File: src/design/crss_pkg.sv
package crss_pkg;

	localparam int COORD_W = 24;
	localparam int COEF_W  = 28;
	localparam int ACC_W   = 29;
	localparam int IDX_W   = 6;
	localparam int SEG_W   = 7;
	localparam logic [SEG_W-1:0] SEG_RESET = 7'd8;

	localparam logic signed [ACC_W-1:0] COORD_MAX = ACC_W'(  (1 << (COORD_W - 1)) - 1);
	localparam logic signed [ACC_W-1:0] COORD_MIN = ACC_W'(-(1 << (COORD_W - 1)));

	typedef logic signed [COORD_W-1:0] coord_t;

	// polynomial coefficients of one coordinate, Horner order
	typedef struct packed {
		logic signed [COEF_W-1:0] cu;
		logic signed [COEF_W-1:0] sq;
		logic signed [COEF_W-1:0] lin;
		logic signed [COEF_W-1:0] b2;
	} coef_t;

	typedef struct packed {
		logic             valid;
		logic [IDX_W-1:0] idx;
		logic             last;
	} ctl_t;

	function automatic coef_t crss_coefs(coord_t a, coord_t b, coord_t c, coord_t d);
		logic signed [COEF_W-1:0] ea;
		logic signed [COEF_W-1:0] eb;
		logic signed [COEF_W-1:0] ec;
		logic signed [COEF_W-1:0] ed;
		coef_t r;
		ea = COEF_W'(a);
		eb = COEF_W'(b);
		ec = COEF_W'(c);
		ed = COEF_W'(d);
		r.cu  = (eb <<< 1) + eb - (ec <<< 1) - ec + ed - ea;
		r.sq  = (ea <<< 1) - (eb <<< 2) - eb + (ec <<< 2) - ed;
		r.lin = ec - ea;
		r.b2  = eb <<< 1;
		return r;
	endfunction

	function automatic coord_t crss_sat(logic signed [ACC_W-1:0] v);
		coord_t r;
		if (v > COORD_MAX) begin
			r = COORD_MAX[COORD_W-1:0];
		end else if (v < COORD_MIN) begin
			r = COORD_MIN[COORD_W-1:0];
		end else begin
			r = v[COORD_W-1:0];
		end
		return r;
	endfunction

endpackage

File: src/design/crss_merge.sv
module crss_merge (
	input  logic              clk,
	input  logic              arst_n,
	input  crss_pkg::ctl_t    ctl,
	input  crss_pkg::coord_t  res_x,
	input  crss_pkg::coord_t  res_y,
	output logic              adv,
	output logic              out_valid,
	input  logic              out_stall,
	output crss_pkg::coord_t  out_x,
	output crss_pkg::coord_t  out_y,
	output logic [crss_pkg::IDX_W-1:0] sample_index,
	output logic              last_sample
);
	import crss_pkg::*;

	// control rides alongside the lane pipeline, six stages deep
	ctl_t ctl_s1, ctl_s2, ctl_s3, ctl_s4, ctl_s5, ctl_s6;

	logic             out_valid_q;
	coord_t           out_x_q;
	coord_t           out_y_q;
	logic [IDX_W-1:0] idx_q;
	logic             last_q;

	assign adv = !out_valid_q || !out_stall;

	always_ff @(posedge clk or negedge arst_n) begin
		if (!arst_n) begin
			ctl_s1      <= '0;
			ctl_s2      <= '0;
			ctl_s3      <= '0;
			ctl_s4      <= '0;
			ctl_s5      <= '0;
			ctl_s6      <= '0;
			out_valid_q <= 1'b0;
		end else if (adv) begin
			ctl_s1      <= ctl;
			ctl_s2      <= ctl_s1;
			ctl_s3      <= ctl_s2;
			ctl_s4      <= ctl_s3;
			ctl_s5      <= ctl_s4;
			ctl_s6      <= ctl_s5;
			out_valid_q <= ctl_s6.valid;
		end
	end

	always_ff @(posedge clk) begin
		if (adv) begin
			out_x_q <= res_x;
			out_y_q <= res_y;
			idx_q   <= ctl_s6.idx;
			last_q  <= ctl_s6.last;
		end
	end

	assign out_valid    = out_valid_q;
	assign out_x        = out_x_q;
	assign out_y        = out_y_q;
	assign sample_index = idx_q;
	assign last_sample  = last_q;

endmodule

File: config.mk
export PLATFORM = sky130hd
export DESIGN_NAME = crss_merge
export DESIGN_NICKNAME = d
export VERILOG_FILES = /design/src/design/crss_pkg.sv /design/src/design/crss_merge.sv
export SDC_FILE = /design/constraint.sdc
export NUM_CORES = 1
export LEC_CHECK = 0
export BUFFER_PORTS_ARGS = -buffer_cell sky130_fd_sc_hd__buf_2
export CAP_MARGIN = 40
export CELL_PAD_IN_SITES_DETAIL_PLACEMENT = 0
export CELL_PAD_IN_SITES_GLOBAL_PLACEMENT = 1
export CORE_MARGIN = 2
export CORE_UTILIZATION = 37
export DETAILED_ROUTE_END_ITERATION = 8
export GPL_TIMING_DRIVEN = 1
export PLACE_DENSITY = 0.78
export SETUP_SLACK_MARGIN = 0.5
export SKIP_CTS_REPAIR_TIMING = 1
export SYNTH_ARGS = -nofsm -noshare
export SYNTH_HDL_FRONTEND = slang
export SYNTH_SLANG_ARGS = --single-unit
File: constraint.sdc
create_clock -name clk -period 1.6 [get_ports clk]
set_clock_uncertainty 0.15 [all_clocks]
set_input_delay 0.32 -clock clk [delete_from_list [all_inputs] [get_ports clk]]
set_output_delay 0.32 -clock clk [all_outputs]
set_load 0.005 [all_outputs]
==> results.sh <==
export IMPL_outcome="complete, but fails checks"
export IMPL_violations="negative setup slack"
export IMPL_rows=35
export IMPL_regToRegEndpoint="ctl_s3[3]"
export IMPL_hold_ws_ns=0.0207
export IMPL_dr_pass1_iters=4
export IMPL_vias=2099
export IMPL_yosys_warnings=0
export IMPL_multi_input_area_um2=659
export IMPL_dr_first_iter_drc_count=90
export IMPL_final_setup_tns_ns=-0.00317
export IMPL_htreeDepth=3
export IMPL_critPathMaxStageDelay_ns=0.42
export IMPL_slew_headroom=0.825
export IMPL_required_ns=1.13
export IMPL_worstPathCellList="nand2_4, buf_16, buf_6"
export IMPL_gp_congestion=0.703
export IMPL_worstHoldPathType="in -> reg"
export IMPL_synth_seq_cells=104
export IMPL_cts_buffers=9
export IMPL_dp_hpwl_um=4110
export IMPL_finalWirelength_um=7420
export IMPL_boundaryPins=116
export IMPL_core_area_um2=9200
export IMPL_stdcell_count=466
export IMPL_start_kind="flop"
export IMPL_dp_slack_ns=0.146
export IMPL_yosysUniqueCellTypes=9
export IMPL_rsz0062_at_grt="yes"
export IMPL_grt_pass1_vias=1805
export IMPL_grt_max_degree=50
export IMPL_r2r_setup_slack_ns=0.11
export IMPL_dieArea_um2=10200
export IMPL_crit_path_max_fanout=8
export IMPL_hold_viol=0
export IMPL_regToRegStartpoint="out_valid"
export IMPL_wl_met1_um=3290
export IMPL_min_path_cells=2
export IMPL_leakage_nw=2.36
export IMPL_tightest_slew_ns=0.263
export IMPL_ir_drop_mv=0.797
export IMPL_synthesis_nets=218
export IMPL_via_per_inst=4.50
export IMPL_final_common_cell="buf_2"
export IMPL_grt_pass1_wl_um=9100
export IMPL_area_delta_synth_final_pct=49.6
export IMPL_synthCells=159
export IMPL_insertion_delay_ns=0.36
export IMPL_wire_per_inst_um=15.9
export IMPL_dr_max_layer_used="met4"
export IMPL_n_fill_cell=706
export IMPL_final_period_utilization=1.00
export IMPL_setup_violations_final=1
export IMPL_io_buffers=115
export IMPL_critical_path_class="reg -> out"
export IMPL_dpl_cell_area_um2=4320
export IMPL_power_density_nw_per_um2=1540
export IMPL_ys_top_cells_by_area="edfxtp_1, dfrtp_1, mux2_2"
export IMPL_met3_length_um=540
export IMPL_clock_root_buffer="clkbuf_8"
export IMPL_synth_area_leader_cell="edfxtp_1"
export IMPL_cp_arrival_ns=1.13
export IMPL_crit_family="flip-flops"
export IMPL_cts_sinks=104
export IMPL_synth_top_area_frac=0.473
export IMPL_fin_crit_ns=1.60
export IMPL_power_mw=8.03
export IMPL_cts_tree="built"
export IMPL_netlist_area_um2=3490
export IMPL_yosysSeqAreaShare=0.824
export IMPL_dr_wl_met2_um=3520
export IMPL_fin_ws_ns=-0.00317
export IMPL_maxCapViolCount=0
export IMPL_clk_pin_slew_ns=0.10
export IMPL_drv_slew=0
export IMPL_path_buf_inv=2
export IMPL_syn_avg_cell_area_um2=22.0
export IMPL_final_cell_mix="buf_2, edfxtp_1, dfrtp_1, dlygate4sd3_1, mux2_4"
export IMPL_ant_nets=0
export IMPL_place_inst=385
export IMPL_start_util=0.380
export IMPL_max_clock_freq_mhz=624
export IMPL_fp_dieH_um=101
export IMPL_insertedDiodeCount=0
export IMPL_hold_end="ctl_s1[3]"
export IMPL_fin_area_um2=5230
export IMPL_drc=0
export IMPL_grt_usage=0.118
export IMPL_nNetsFinal=409
export IMPL_cts_buffer_depth=2
export IMPL_r2r_cells=4
export IMPL_end_kind="output pin"
export IMPL_drive_above_1_share=0.558
export IMPL_slowest_stage="dfrtp_1"
export IMPL_gr_total_overflow=0
export IMPL_utilization=0.568
export IMPL_antenna_found_initial=0
export IMPL_die_w_um=101
export IMPL_hp_start="ctl[3]"
export IMPL_regArea_um2=2880
==> routing by layer <==
metal / track usage / vias up
met5: 0 / -
met4: 0.0499 / 0
met3: 0.0421 / 6
met2: 0.182 / 94
met1: 0.154 / 1029
li1: - / 970
==> kinds of logic after synthesis <==
family / synth area share
DFF: 0.824
muxes: 0.156
and+or+nand+nor: 0.00358
buffers and inverters: 0.0168
==> layout make-up <==
type / instances / area share
clock buffer: 9 / 0.0237
clock inverter: 7 / 0.0148
multi-input combinational: 50 / 0.126
sequential: 104 / 0.551
tap: 111 / 0.0266
timing repair buffer: 185 / 0.258
==> where the power goes <==
group | switching [mW] | leakage (nW) | internal [mW] | total (mW)
sequential | 0.394 | 1.12 | 3.82 | 4.21
combinational | 0.761 | 1.14 | 1.41 | 2.17
clock | 0.905 | 0.102 | 0.741 | 1.65
==> Yosys cell counts (all sizes together) <==
cell	count
clkbuf	1
dfrtp	49
nand2	1
buf	4
mux2	48
nand2b	1
edfxtp	55
==> sequential cells by signal, indices dropped and copies added, names as in the netlist <==
register,flops
last_sample,1
ctl_s4,8
sample_index,6
ctl_s6,8
ctl_s1,8
ctl_s3,8
ctl_s5,8
out_y,24
out_x,24
ctl_s2,8
out_valid,1
==> how the worst max path moves through the flow <==
| stage | to | depth (start not counted) | from |
|---|---|---|---|
| final | adv | 3 | out_valid |
| after global routing | adv | 3 | out_valid |
| after CTS | adv | 3 | out_valid |
| after detailed placement | out_y[10] | 4 | out_stall |
| after global placement | out_y[10] | 4 | out_stall |
| after floorplan | ctl_s1[1] | 3 | out_valid |
No activity file was read; power rests on OpenSTA's default activity.
