### config.mk
export PLATFORM = sky130hd
export DESIGN_NAME = crss_lane
export DESIGN_NICKNAME = d
export VERILOG_FILES = /design/src/design/crss_pkg.sv /design/src/design/crss_lane.sv
export SDC_FILE = /design/constraint.sdc
export NUM_CORES = 2
export LEC_CHECK = 0
export BUFFER_PORTS_ARGS = -buffer_cell sky130_fd_sc_hd__buf_2
export CORE_ASPECT_RATIO = 1.25
export CORE_MARGIN = 10
export CORE_UTILIZATION = 35
export DETAILED_ROUTE_END_ITERATION = 8
export PLACE_DENSITY_LB_ADDON = 0.1
export SLEW_MARGIN = 20
export SYNTH_ARGS = -nofsm -noshare
export SYNTH_HDL_FRONTEND = slang
export SYNTH_SLANG_ARGS = --single-unit
### constraint.sdc
create_clock -name clk -period 6.4 [get_ports clk]
set_input_delay 0.64 -clock clk [delete_from_list [all_inputs] [get_ports clk]]
set_output_delay 0.64 -clock clk [all_outputs]
set_load 0.03 [all_outputs]
### src/design/crss_pkg.sv
package crss_pkg;

	localparam int COORD_W = 24;
	localparam int COEF_W  = 28;
	localparam int ACC_W   = 29;
	localparam int IDX_W   = 6;
	localparam int SEG_W   = 7;
	localparam logic [SEG_W-1:0] SEG_RESET = 7'd8;

	localparam logic signed [ACC_W-1:0] COORD_MAX = ACC_W'(  (1 << (COORD_W - 1)) - 1);
	localparam logic signed [ACC_W-1:0] COORD_MIN = ACC_W'(-(1 << (COORD_W - 1)));

	typedef logic signed [COORD_W-1:0] coord_t;

	// polynomial coefficients of one coordinate, Horner order
	typedef struct packed {
		logic signed [COEF_W-1:0] cu;
		logic signed [COEF_W-1:0] sq;
		logic signed [COEF_W-1:0] lin;
		logic signed [COEF_W-1:0] b2;
	} coef_t;

	typedef struct packed {
		logic             valid;
		logic [IDX_W-1:0] idx;
		logic             last;
	} ctl_t;

	function automatic coef_t crss_coefs(coord_t a, coord_t b, coord_t c, coord_t d);
		logic signed [COEF_W-1:0] ea;
		logic signed [COEF_W-1:0] eb;
		logic signed [COEF_W-1:0] ec;
		logic signed [COEF_W-1:0] ed;
		coef_t r;
		ea = COEF_W'(a);
		eb = COEF_W'(b);
		ec = COEF_W'(c);
		ed = COEF_W'(d);
		r.cu  = (eb <<< 1) + eb - (ec <<< 1) - ec + ed - ea;
		r.sq  = (ea <<< 1) - (eb <<< 2) - eb + (ec <<< 2) - ed;
		r.lin = ec - ea;
		r.b2  = eb <<< 1;
		return r;
	endfunction

	function automatic coord_t crss_sat(logic signed [ACC_W-1:0] v);
		coord_t r;
		if (v > COORD_MAX) begin
			r = COORD_MAX[COORD_W-1:0];
		end else if (v < COORD_MIN) begin
			r = COORD_MIN[COORD_W-1:0];
		end else begin
			r = v[COORD_W-1:0];
		end
		return r;
	endfunction

endpackage

### src/design/crss_lane.sv
module crss_lane #(
	parameter int T_FRAC_BITS = 16
) (
	input  logic                   clk,
	input  logic                   adv,
	input  crss_pkg::coef_t        coef,
	input  logic [T_FRAC_BITS-1:0] t,
	output crss_pkg::coord_t       res
);
	import crss_pkg::*;

	localparam int PROD_W = ACC_W + T_FRAC_BITS + 1;

	logic signed [T_FRAC_BITS:0] ts;
	assign ts = $signed({1'b0, t});

	logic signed [PROD_W-1:0]  m1_s1;
	logic signed [COEF_W-1:0]  sq_s1;
	logic signed [COEF_W-1:0]  lin_s1, lin_s2, lin_s3;
	logic signed [COEF_W-1:0]  b2_s1, b2_s2, b2_s3, b2_s4, b2_s5;
	logic [T_FRAC_BITS-1:0]    t_s1, t_s2, t_s3, t_s4;
	logic signed [ACC_W-1:0]   h1_s2;
	logic signed [PROD_W-1:0]  m2_s3;
	logic signed [ACC_W-1:0]   h2_s4;
	logic signed [PROD_W-1:0]  m3_s5;
	coord_t                    res_s6;

	logic signed [T_FRAC_BITS:0] t2s, t4s;
	logic signed [ACC_W-1:0]     h3;

	assign t2s = $signed({1'b0, t_s2});
	assign t4s = $signed({1'b0, t_s4});
	assign h3  = ACC_W'(m3_s5 >>> T_FRAC_BITS) + ACC_W'(b2_s5);

	always_ff @(posedge clk) begin
		if (adv) begin
			m1_s1  <= coef.cu * ts;
			sq_s1  <= coef.sq;
			lin_s1 <= coef.lin;
			b2_s1  <= coef.b2;
			t_s1   <= t;

			h1_s2  <= ACC_W'(m1_s1 >>> T_FRAC_BITS) + ACC_W'(sq_s1);
			lin_s2 <= lin_s1;
			b2_s2  <= b2_s1;
			t_s2   <= t_s1;

			m2_s3  <= h1_s2 * t2s;
			lin_s3 <= lin_s2;
			b2_s3  <= b2_s2;
			t_s3   <= t_s2;

			h2_s4  <= ACC_W'(m2_s3 >>> T_FRAC_BITS) + ACC_W'(lin_s3);
			b2_s4  <= b2_s3;
			t_s4   <= t_s3;

			m3_s5  <= h2_s4 * t4s;
			b2_s5  <= b2_s4;

			// final halving floors, then clamp to the coordinate range
			res_s6 <= crss_sat(h3 >>> 1);
		end
	end

	assign res = res_s6;

endmodule

==> out/qor.txt <==
CTS H-Tree Depth = 2
Netlist cell types = 71
TritonCTS Buffers = 54
Fin. max-slew vios = 0
Most frequent cells in the layout = inv_1, fa_1, nand2_1
Crit path DAT = 6870 ps
Post-synth top area share = 40.4%
Dominant cell type by area after synthesis = fa_1
FFs w/ async S/R, synth = 0%
Antenna violations before repair = 8
HPWL Detailed = 140 mm
CTS Buffer Depth = 3
YS warnings = 0
Routability cong. = 0.848
Per-cell routed wire length = 17.4 microns
Worst slack, placed = -551 ps
Clock latency at the later pin of the worst-skew pair = 700 ps
Worst Slack Setup Final = -52.4 ps
Cell area after synthesis = 65,200 sq um
RSZ-0062 raised after global routing = true
Syn nets = 8,112
Fin crit share = 101%
Hold-fix buffers, CTS = 0
Sequential fraction of the synthesis area = 22.4%
CP Class = reg -> reg
Clock slew at reported path FFs = 70 ps
Max Clock Skew = 84.1 ps
Post-Layout Cell Count = 9,368
HP Class = in -> reg
Final hold vios = 0
Core area = 186,000 sq um
Tmin final = 6450 ps
Post-synthesis cell count = 6,266
Die width = 406 microns
I/O Pins = 154
DP Cell Count = 9,209
Failing checks = setup timing
CP max stage delay = 540 ps
Critical path fanouts, max = 4
Total Wirelength = 163 mm
FP Rows = 177
Clock sinks = 485
GRT Util Overall = 16.2%
Cell family with most CP delay = adder cells
Initial Util = 35.1%
Worst setup SP type = flip-flop
Share of layout cells above drive strength 1 = 15.7%
Worst slew pin tran = 1100 ps
CTS tree = built
Crit path max-delay cell type = fa_1
Rel. slew slack = 26.9%
Crit path top cell by count = fa_1
Number of global-route vias before repair = 48,000
Pin count of the biggest net entering global routing = 172
Grt ovf = 0
Max-cap violations = 0
CP Capture Type = flip-flop
DR vias = 42,600
Area delta synth->final = 17.4%
I/O Buffers = 153
Nets = 8,754
CTS root buf = clkbuf_16
Synth Flop Type = edfxtp_1
Via density = 4.54
Post-synth EDFFs = 485
DRC = 0
Buffers and inverters on the worst path = 8
Commonest non-fill, non-tap cell in the layout = inv_1
Die height = 502 microns
Top cells by area, synth = fa_1, edfxtp_1, inv_1
Synthesized flop and latch total = 485
Outcome = finished with violations
Critical path required time = 6820 ps
Mean Syn Cell Area = 10.4 sq um
Drt pass-1 iters = 5
Final setup viols = 3
Remaining antenna violation count = 0
Initial DRC count = 1,502
Global-route wire length before repair = 262 mm
Die area = 204,000 sq um
Fmax = 155 MHz
==> synth_stat cells (17+ instances only) <==
master    count
o21ai_0      61
o21a_1       24
a21o_1       87
a21oi_1     127
and2_1      571
edfxtp_1    485
fa_1       1314
inv_1      1538
nand2b_1     22
xnor2_1     122
nand3_1      31
nor3_1       33
ha_1        402
clkbuf_1    222
nand4_1      17
xor2_1       58
nor2_1       95
nand2_1     863
==> per-layer routing <==
metal / GRT usage (%) / routed length, microns / vias to the layer above
li1: - / - / 20000
met1: 20.3 / 69700 / 21900
met2: 30.0 / 85500 / 497
met3: 1.27 / 3430 / 167
met4: 4.00 / 3950 / 2
met5: 0 / 18 / -
==> metrics by stage <==
step | hold WS, ps | TNS [ps] | util, % | area [sq um]
detailed placement | 405 | -13680 | 39.4 | 73000
global route | 75.5 | -3150 | 41.2 | 76500
floorplan | 400 | -3.36 | - | 65200
global placement | 401 | -11040 | 39.4 | 73000
finish | 112 | -70.4 | 41.2 | 76500
CTS | 44.1 | -266 | 40.8 | 75700
==> repair_timing <==
| action | 4_1_cts | 5_1_grt |
|---|---|---|
| setup buffers | 38 | 27 |
| gates resized for setup | 121 | 140 |
| endpoints found under the setup margin | 27 | 42 |
| pin swaps | 90 | 108 |
==> flip-flops by register name (all words and copies together), names as in the netlist, 29 cells and up <==
signal and flops:
h1_s2 29, h2_s4 29, m1_s1 29, m2_s3 29, m3_s5 29
==> worst paths after layout <==
| path | startpoint | endpoint | slack (ps) | cells past startpoint |
|---|---|---|---|---|
| setup / recovery | h2_s4[13]$_DFFE_PP_ | m3_s5[43]$_DFFE_PP_ | -50 | 25 |
| hold / removal | coef[33] | lin_s1[5]$_DFFE_PP_ | 110 | 1 |
| setup reg to reg | h2_s4[13]$_DFFE_PP_ | m3_s5[43]$_DFFE_PP_ | -50 | 25 |
| hold reg to reg | t_s3[12]$_DFFE_PP_ | t_s4[12]$_DFFE_PP_ | 380 | 0 |
==> final cells by class <==
| class | count | area, sq um |
|---|---|---|
| fillers | 18300 | 109000 |
| multi-input cells | 4013 | 44800 |
| flip-flops and latches | 485 | 14600 |
| repair buffers | 816 | 6460 |
| inverters | 1538 | 5770 |
| well taps | 2416 | 3020 |
| clock buffers | 56 | 1360 |
| clock inverters | 43 | 455 |
| diodes | 1 | 2.50 |
==> cells by family (layout without fill, tap and decap cells) <==
group,count (synthesis),after routing,share of synthesized area (%)
other,0,1,0
XOR/XNOR,183,183,2.49
AND/OR/NAND/NOR,1684,1684,12.4
AO/OA/AOI/OAI,430,430,4.42
adder cells (fa/ha/maj),1716,1716,48.1
buffers and inverters,1768,2453,10.2
flip-flops,485,485,22.4
Power is not shown: default switching activity piles up to over one toggle a cycle in this logic, so the estimate is an artifact.
