[src/design/crss_pkg.sv]
package crss_pkg;

	localparam int COORD_W = 24;
	localparam int COEF_W  = 28;
	localparam int ACC_W   = 29;
	localparam int IDX_W   = 6;
	localparam int SEG_W   = 7;
	localparam logic [SEG_W-1:0] SEG_RESET = 7'd8;

	localparam logic signed [ACC_W-1:0] COORD_MAX = ACC_W'(  (1 << (COORD_W - 1)) - 1);
	localparam logic signed [ACC_W-1:0] COORD_MIN = ACC_W'(-(1 << (COORD_W - 1)));

	typedef logic signed [COORD_W-1:0] coord_t;

	// polynomial coefficients of one coordinate, Horner order
	typedef struct packed {
		logic signed [COEF_W-1:0] cu;
		logic signed [COEF_W-1:0] sq;
		logic signed [COEF_W-1:0] lin;
		logic signed [COEF_W-1:0] b2;
	} coef_t;

	typedef struct packed {
		logic             valid;
		logic [IDX_W-1:0] idx;
		logic             last;
	} ctl_t;

	function automatic coef_t crss_coefs(coord_t a, coord_t b, coord_t c, coord_t d);
		logic signed [COEF_W-1:0] ea;
		logic signed [COEF_W-1:0] eb;
		logic signed [COEF_W-1:0] ec;
		logic signed [COEF_W-1:0] ed;
		coef_t r;
		ea = COEF_W'(a);
		eb = COEF_W'(b);
		ec = COEF_W'(c);
		ed = COEF_W'(d);
		r.cu  = (eb <<< 1) + eb - (ec <<< 1) - ec + ed - ea;
		r.sq  = (ea <<< 1) - (eb <<< 2) - eb + (ec <<< 2) - ed;
		r.lin = ec - ea;
		r.b2  = eb <<< 1;
		return r;
	endfunction

	function automatic coord_t crss_sat(logic signed [ACC_W-1:0] v);
		coord_t r;
		if (v > COORD_MAX) begin
			r = COORD_MAX[COORD_W-1:0];
		end else if (v < COORD_MIN) begin
			r = COORD_MIN[COORD_W-1:0];
		end else begin
			r = v[COORD_W-1:0];
		end
		return r;
	endfunction

endpackage

[src/design/crss_seq.sv]
module crss_seq #(
	parameter int MAX_SEGMENTS = 64,
	parameter int T_FRAC_BITS  = 16
) (
	input  logic                            clk,
	input  logic                            arst_n,
	input  logic [crss_pkg::SEG_W-1:0]      seg_cfg,
	input  logic                            in_valid,
	output logic                            in_stall,
	input  crss_pkg::coord_t                p0_x,
	input  crss_pkg::coord_t                p0_y,
	input  crss_pkg::coord_t                p1_x,
	input  crss_pkg::coord_t                p1_y,
	input  crss_pkg::coord_t                p2_x,
	input  crss_pkg::coord_t                p2_y,
	input  crss_pkg::coord_t                p3_x,
	input  crss_pkg::coord_t                p3_y,
	input  logic                            adv,
	output crss_pkg::coef_t                 coef_x,
	output crss_pkg::coef_t                 coef_y,
	output logic [T_FRAC_BITS-1:0]          t,
	output crss_pkg::ctl_t                  ctl
);
	import crss_pkg::*;

	localparam int SIDX_W = (MAX_SEGMENTS > 1) ? $clog2(MAX_SEGMENTS) : 1;

	// per-count step of t = floor(2^T / n) and its remainder
	logic [T_FRAC_BITS:0] q_tbl [MAX_SEGMENTS];
	logic [SEG_W-1:0]     r_tbl [MAX_SEGMENTS];

	for (genvar g = 0; g < MAX_SEGMENTS; g++) begin : g_tbl
		localparam int unsigned QV = (1 << T_FRAC_BITS) / (g + 1);
		localparam int unsigned RV = (1 << T_FRAC_BITS) % (g + 1);
		assign q_tbl[g] = (T_FRAC_BITS + 1)'(QV);
		assign r_tbl[g] = SEG_W'(RV);
	end

	logic                   busy_q;
	logic [IDX_W-1:0]       j_q;
	logic [T_FRAC_BITS-1:0] t_q;
	logic [SEG_W-1:0]       rem_q;
	logic [SEG_W-1:0]       segs_q;
	logic [T_FRAC_BITS:0]   step_q;
	logic [SEG_W-1:0]       rstep_q;
	coef_t                  coef_x_q;
	coef_t                  coef_y_q;

	logic [SEG_W-1:0]       segs_eff;
	logic [SIDX_W-1:0]      segs_idx;
	logic                   last_now;
	logic                   accept;
	logic [SEG_W:0]         rem_sum;
	logic                   carry;
	logic [T_FRAC_BITS:0]   t_sum;

	always_comb begin
		if (seg_cfg == '0) begin
			segs_eff = SEG_W'(1);
		end else if (seg_cfg > SEG_W'(MAX_SEGMENTS)) begin
			segs_eff = SEG_W'(MAX_SEGMENTS);
		end else begin
			segs_eff = seg_cfg;
		end
	end

	assign segs_idx = SIDX_W'(segs_eff - SEG_W'(1));
	assign last_now = ({1'b0, j_q} == (segs_q - SEG_W'(1)));
	assign in_stall = busy_q && !(last_now && adv);
	assign accept   = in_valid && !in_stall;

	// remainder stays below the count, so one conditional subtract keeps it there
	assign rem_sum = {1'b0, rem_q} + {1'b0, rstep_q};
	assign carry   = rem_sum >= {1'b0, segs_q};
	assign t_sum   = {1'b0, t_q} + step_q + (T_FRAC_BITS + 1)'(carry);

	always_ff @(posedge clk or negedge arst_n) begin
		if (!arst_n) begin
			busy_q <= 1'b0;
			j_q    <= '0;
			t_q    <= '0;
			rem_q  <= '0;
			segs_q <= SEG_W'(1);
		end else if (accept) begin
			busy_q <= 1'b1;
			j_q    <= '0;
			t_q    <= '0;
			rem_q  <= '0;
			segs_q <= segs_eff;
		end else if (busy_q && adv) begin
			if (last_now) begin
				busy_q <= 1'b0;
			end else begin
				j_q   <= j_q + IDX_W'(1);
				t_q   <= t_sum[T_FRAC_BITS-1:0];
				rem_q <= carry ? SEG_W'(rem_sum - {1'b0, segs_q}) : rem_sum[SEG_W-1:0];
			end
		end
	end

	always_ff @(posedge clk) begin
		if (accept) begin
			step_q   <= q_tbl[segs_idx];
			rstep_q  <= r_tbl[segs_idx];
			coef_x_q <= crss_coefs(p0_x, p1_x, p2_x, p3_x);
			coef_y_q <= crss_coefs(p0_y, p1_y, p2_y, p3_y);
		end
	end

	assign coef_x    = coef_x_q;
	assign coef_y    = coef_y_q;
	assign t         = t_q;
	assign ctl.valid = busy_q;
	assign ctl.idx   = j_q;
	assign ctl.last  = last_now;

endmodule

[config.mk]
export PLATFORM = sky130hd
export DESIGN_NAME = crss_seq
export DESIGN_NICKNAME = d
export VERILOG_FILES = /design/src/design/crss_pkg.sv /design/src/design/crss_seq.sv
export SDC_FILE = /design/constraint.sdc
export NUM_CORES = 1
export LEC_CHECK = 0
export BUFFER_PORTS_ARGS = -buffer_cell sky130_fd_sc_hd__buf_2
export CAP_MARGIN = 20
export CORE_ASPECT_RATIO = 1.2
export CORE_MARGIN = 1
export CORE_UTILIZATION = 50
export CTS_CLUSTER_SIZE = 24
export DETAILED_ROUTE_END_ITERATION = 7
export PLACE_DENSITY = 0.72
export SYNTH_ARGS = -nofsm -noshare
export SYNTH_HDL_FRONTEND = slang
export SYNTH_SLANG_ARGS = --single-unit
[constraint.sdc]
create_clock -name clk -period 4.9 [get_ports clk]
set_input_delay 0.49 -clock clk [delete_from_list [all_inputs] [get_ports clk]]
set_output_delay 0.49 -clock clk [all_outputs]
set_load 0.05 [all_outputs]
==> results.tsv <==
stage	metric	value	unit
critical_path	rr_startpoint	rem_q[1]$_DFFE_PN0P_	
route	drtIter0Drc	1160	
clock_network	cts_buffers	34	
sta	hold_viol	0	
sta	clock_skew	0.0358	ns
sta	final_max_slew_viol_count	0	
clock_network	clock_sinks	269	
critical_path	r2r-end	t[10]$_DFFE_PN0P_	
logic_synthesis	synth_top_area_share	0.259	
logic_synthesis	synth_common_cells	inv_1, fa_1, edfxtp_1	
clock_network	cts_tree	built	
logic_synthesis	synth_mux_area_frac	0.00483	
critical_path	rrSetupSlack	0.36	ns
final_layout	area_growth	16.0	%
logic_synthesis	synth_enable_flop_cells	232	
clock_network	clk_path_buf_depth	3	
status	outcome	finished clean	
global_routing	grt_max_degree	58	
critical_path	crit_required	5.31	ns
critical_path	arrival	4.95	ns
global_routing	grt.overflow.total	0	
power	power_leakage	14.4	nW
sta	worst_pin_slew	0.953	ns
critical_path	start_kind	flop	
route	drcViolationCount	0	
sta	fin_crit_sh	0.926	
route	wl_per_cell	18.7	um
route	drt_wl_total	69200	um
logic_synthesis	yosysMostFrequentCell	inv_1	
critical_path	cp-end-kind	flop	
sta	rsz0062_at_grt	no	
sta	period_needed	4.54	ns
place	portBuffers	449	
logic_synthesis	synth_top_family_by_area	adder cells	
floorplanning	initial_utilization	0.509	
final_layout	post-route-util	0.591	
clock_network	htree_levels	2	
clock_network	root_buffer	clkbuf_16	
logic_synthesis	synth_xor_area_frac	0.0523	
sta	final.setup.tns	0	ns
route	ant_nets	0	
critical_path	reg2reg_depth	20	
sta	setup_violations	0	
route	dr_total_vias	20300	
clock_network	clk_pin_slew	0.06	ns
floorplanning	num_rows	92	
power	max-vdd-ir-drop	402	uV
floorplanning	die_height	256	um
sta	fmax	220	MHz
floorplanning	core_area	53000	um2
logic_synthesis	synth_cell_types	93	
final_layout	final_nets	3726	
sta	slew_headroom	0.365	
critical_path	critPathMaxFanout	3	
logic_synthesis	yosys.area_share.simple	0.0800	
power	p_per_area	535	nW/um2
logic_synthesis	syn_area_per_cell	10.8	um2
logic_synthesis	synthArstFlopShare	0.138	
logic_synthesis	ys_seq_area_frac	0.293	
floorplanning	die_area	54900	um2
flow_run	maxCapViolCount	0	
global_routing	grt_first_pass_wirelength	111000	um
logic_synthesis	ys_top_cells_by_area	fa_1, edfxtp_1, ha_1, inv_1, xnor2_1	
global_routing	antenna_found_initial	12	
final_layout	drive_above_1_share	0.199	
global_routing	track_usage	0.256	
hold_path	hold_class	in -> async	
logic_synthesis	netlist_area	27000	um2
floorplanning	io_pins	452	
place	hpwl	56700	um
route	viasPerCell	5.50	
clock_network	clk_latency	0.56	ns
global_routing	grt_pass1_vias	21100	
clock_network	cts_hold_buffers	0	
logic_synthesis	synth_compound_area_frac	0.138	
logic_synthesis	synth_adder_area_share	0.359	
place	gp_congestion	0.967	
logic_synthesis	yosysTopAreaCell	fa_1	
route	firstDrtPassIters	7	
logic_synthesis	netlist_instances	2492	
floorplanning	die_w	214	um
logic_synthesis	ys_warn_count	0	
logic_synthesis	synthFlopType	edfxtp_1	
logic_synthesis	synth-seq-cells	269	
critical_path	criticalPathCategory	reg -> reg	
## what timing repair did
action	4_1_cts	5_1_grt
setup buffers	0	1
gates resized for setup	0	11
endpoints found under the setup margin	0	7
endpoints found under the hold margin	0	0
## worst max-delay path, cell delays in order, from the launching register on
cell      delay (ns)
dfrtp_1         0.40
ha_1            0.31
a21o_1          0.20
a21oi_1         0.22
o21bai_1        0.12
a21oi_2         0.19
xnor2_1         0.11
ha_1            0.34
nand4_1         0.16
o21bai_2        0.26
a221oi_4        0.07
fa_2            0.40
fa_1            0.42
nor2b_1         0.15
o21ai_2         0.07
a21boi_1        0.21
o211ai_1        0.15
a21oi_1         0.15
o21a_1          0.14
o21ai_0         0.08
a32o_1          0.26
## kinds of logic after synthesis
group | Yosys count
fa+ha+maj | 564
compound gates | 546
buf+inv | 496
simple gates | 443
flops | 269
xor+xnor | 161
mux | 12
other cells | 1
## placed cells by master, fill, tap and decap left out, types with 8 or more instances in the layout
cell | Yosys | routed
a211oi_1 | 20 | 20
a21o_1 | 61 | 61
a21oi_1 | 150 | 148
a22o_1 | 20 | 20
a311oi_1 | 8 | 8
a31oi_1 | 16 | 16
and2_1 | 10 | 9
and3_1 | 19 | 19
buf_2 | 11 | 449
buf_4 | 20 | 32
clkbuf_16 | 0 | 35
clkinv_2 | 0 | 8
dfrtp_1 | 36 | 36
edfxtp_1 | 232 | 232
fa_1 | 349 | 348
ha_1 | 215 | 215
inv_1 | 438 | 438
mux2_2 | 8 | 8
nand2_1 | 115 | 115
nand2b_1 | 17 | 17
nand3_1 | 37 | 37
nand4_1 | 9 | 9
nor2_1 | 122 | 122
nor2b_1 | 19 | 19
nor3_1 | 39 | 39
nor4_1 | 8 | 8
o211ai_1 | 20 | 20
o21a_1 | 26 | 26
o21ai_0 | 78 | 76
o21bai_1 | 20 | 19
o22ai_1 | 10 | 10
o311ai_0 | 8 | 8
o31ai_1 | 11 | 11
or3_1 | 12 | 12
xnor2_1 | 121 | 120
xor2_1 | 40 | 40
## report_power, final
group | total, mW | internal (mW) | switching (mW)
Combinational | 10.7 | 4.56 | 6.18
Sequential | 3.48 | 3.29 | 0.196
Clock | 2.52 | 1.48 | 1.04
## flip-flops by register name (all words and copies together), names as in the netlist
name     flops
coef_y     105
j_q          6
coef_x     105
busy_q       1
rstep_q      6
t           16
step_q      16
rem_q        7
segs_q       7
## layer usage
layer / global-route usage / part of all wire / up-vias
met1: 0.316 / 0.40 / 10100
met3: 0.0412 / 0.051 / 169
met2: 0.440 / 0.50 / 619
met5: 0 / 0.00045 / -
met4: 0.119 / 0.047 / 4
li1: - / - / 9458
## through the flow
step	instance area [um2]	setup WS, ns	std cells	power [mW]	hold slack [ns]
final	31300	0.363	3696	16.7	0.0591
after global routing	31300	0.0266	3695	18.2	0.117
after CTS	31200	0.0309	3688	16.8	0.0719
after detailed placement	30100	0.0313	3627	14.1	0.503
after global placement	30100	0.0974	3627	13.8	0.496
after floorplan	27000	0.478	2493	11.7	0.194
## worst max path at each step
stage / from / to / slack [ns] / depth (start not counted)
5_1_grt: rem_q[0]$_DFFE_PN0P_ / t[10]$_DFFE_PN0P_ / 0.03 / 21
6_report: rem_q[1]$_DFFE_PN0P_ / t[10]$_DFFE_PN0P_ / 0.36 / 20
2_1_floorplan: rem_q[0]$_DFFE_PN0P_ / t[10]$_DFFE_PN0P_ / 0.48 / 21
4_1_cts: rem_q[0]$_DFFE_PN0P_ / t[10]$_DFFE_PN0P_ / 0.03 / 23
3_3_place_gp: p0_y[0] / coef_y[109]$_DFFE_PP_ / 0.1 / 18
3_5_place_dp: p1_x[3] / coef_x[110]$_DFFE_PP_ / 0.03 / 15
## cell type report
type                            instances  area, um2
Antenna cell                            7       17.5
Clock buffer                           43        946
Clock inverter                         18        153
Fill cell                            4487      21700
Inverter                              439       1650
Multi-Input combinational cell       1728      17100
Sequential cell                       269       7890
Tap cell                              705        882
Timing Repair Buffer                  487       2610
Note: power is estimated with default switching activity, not from simulation.
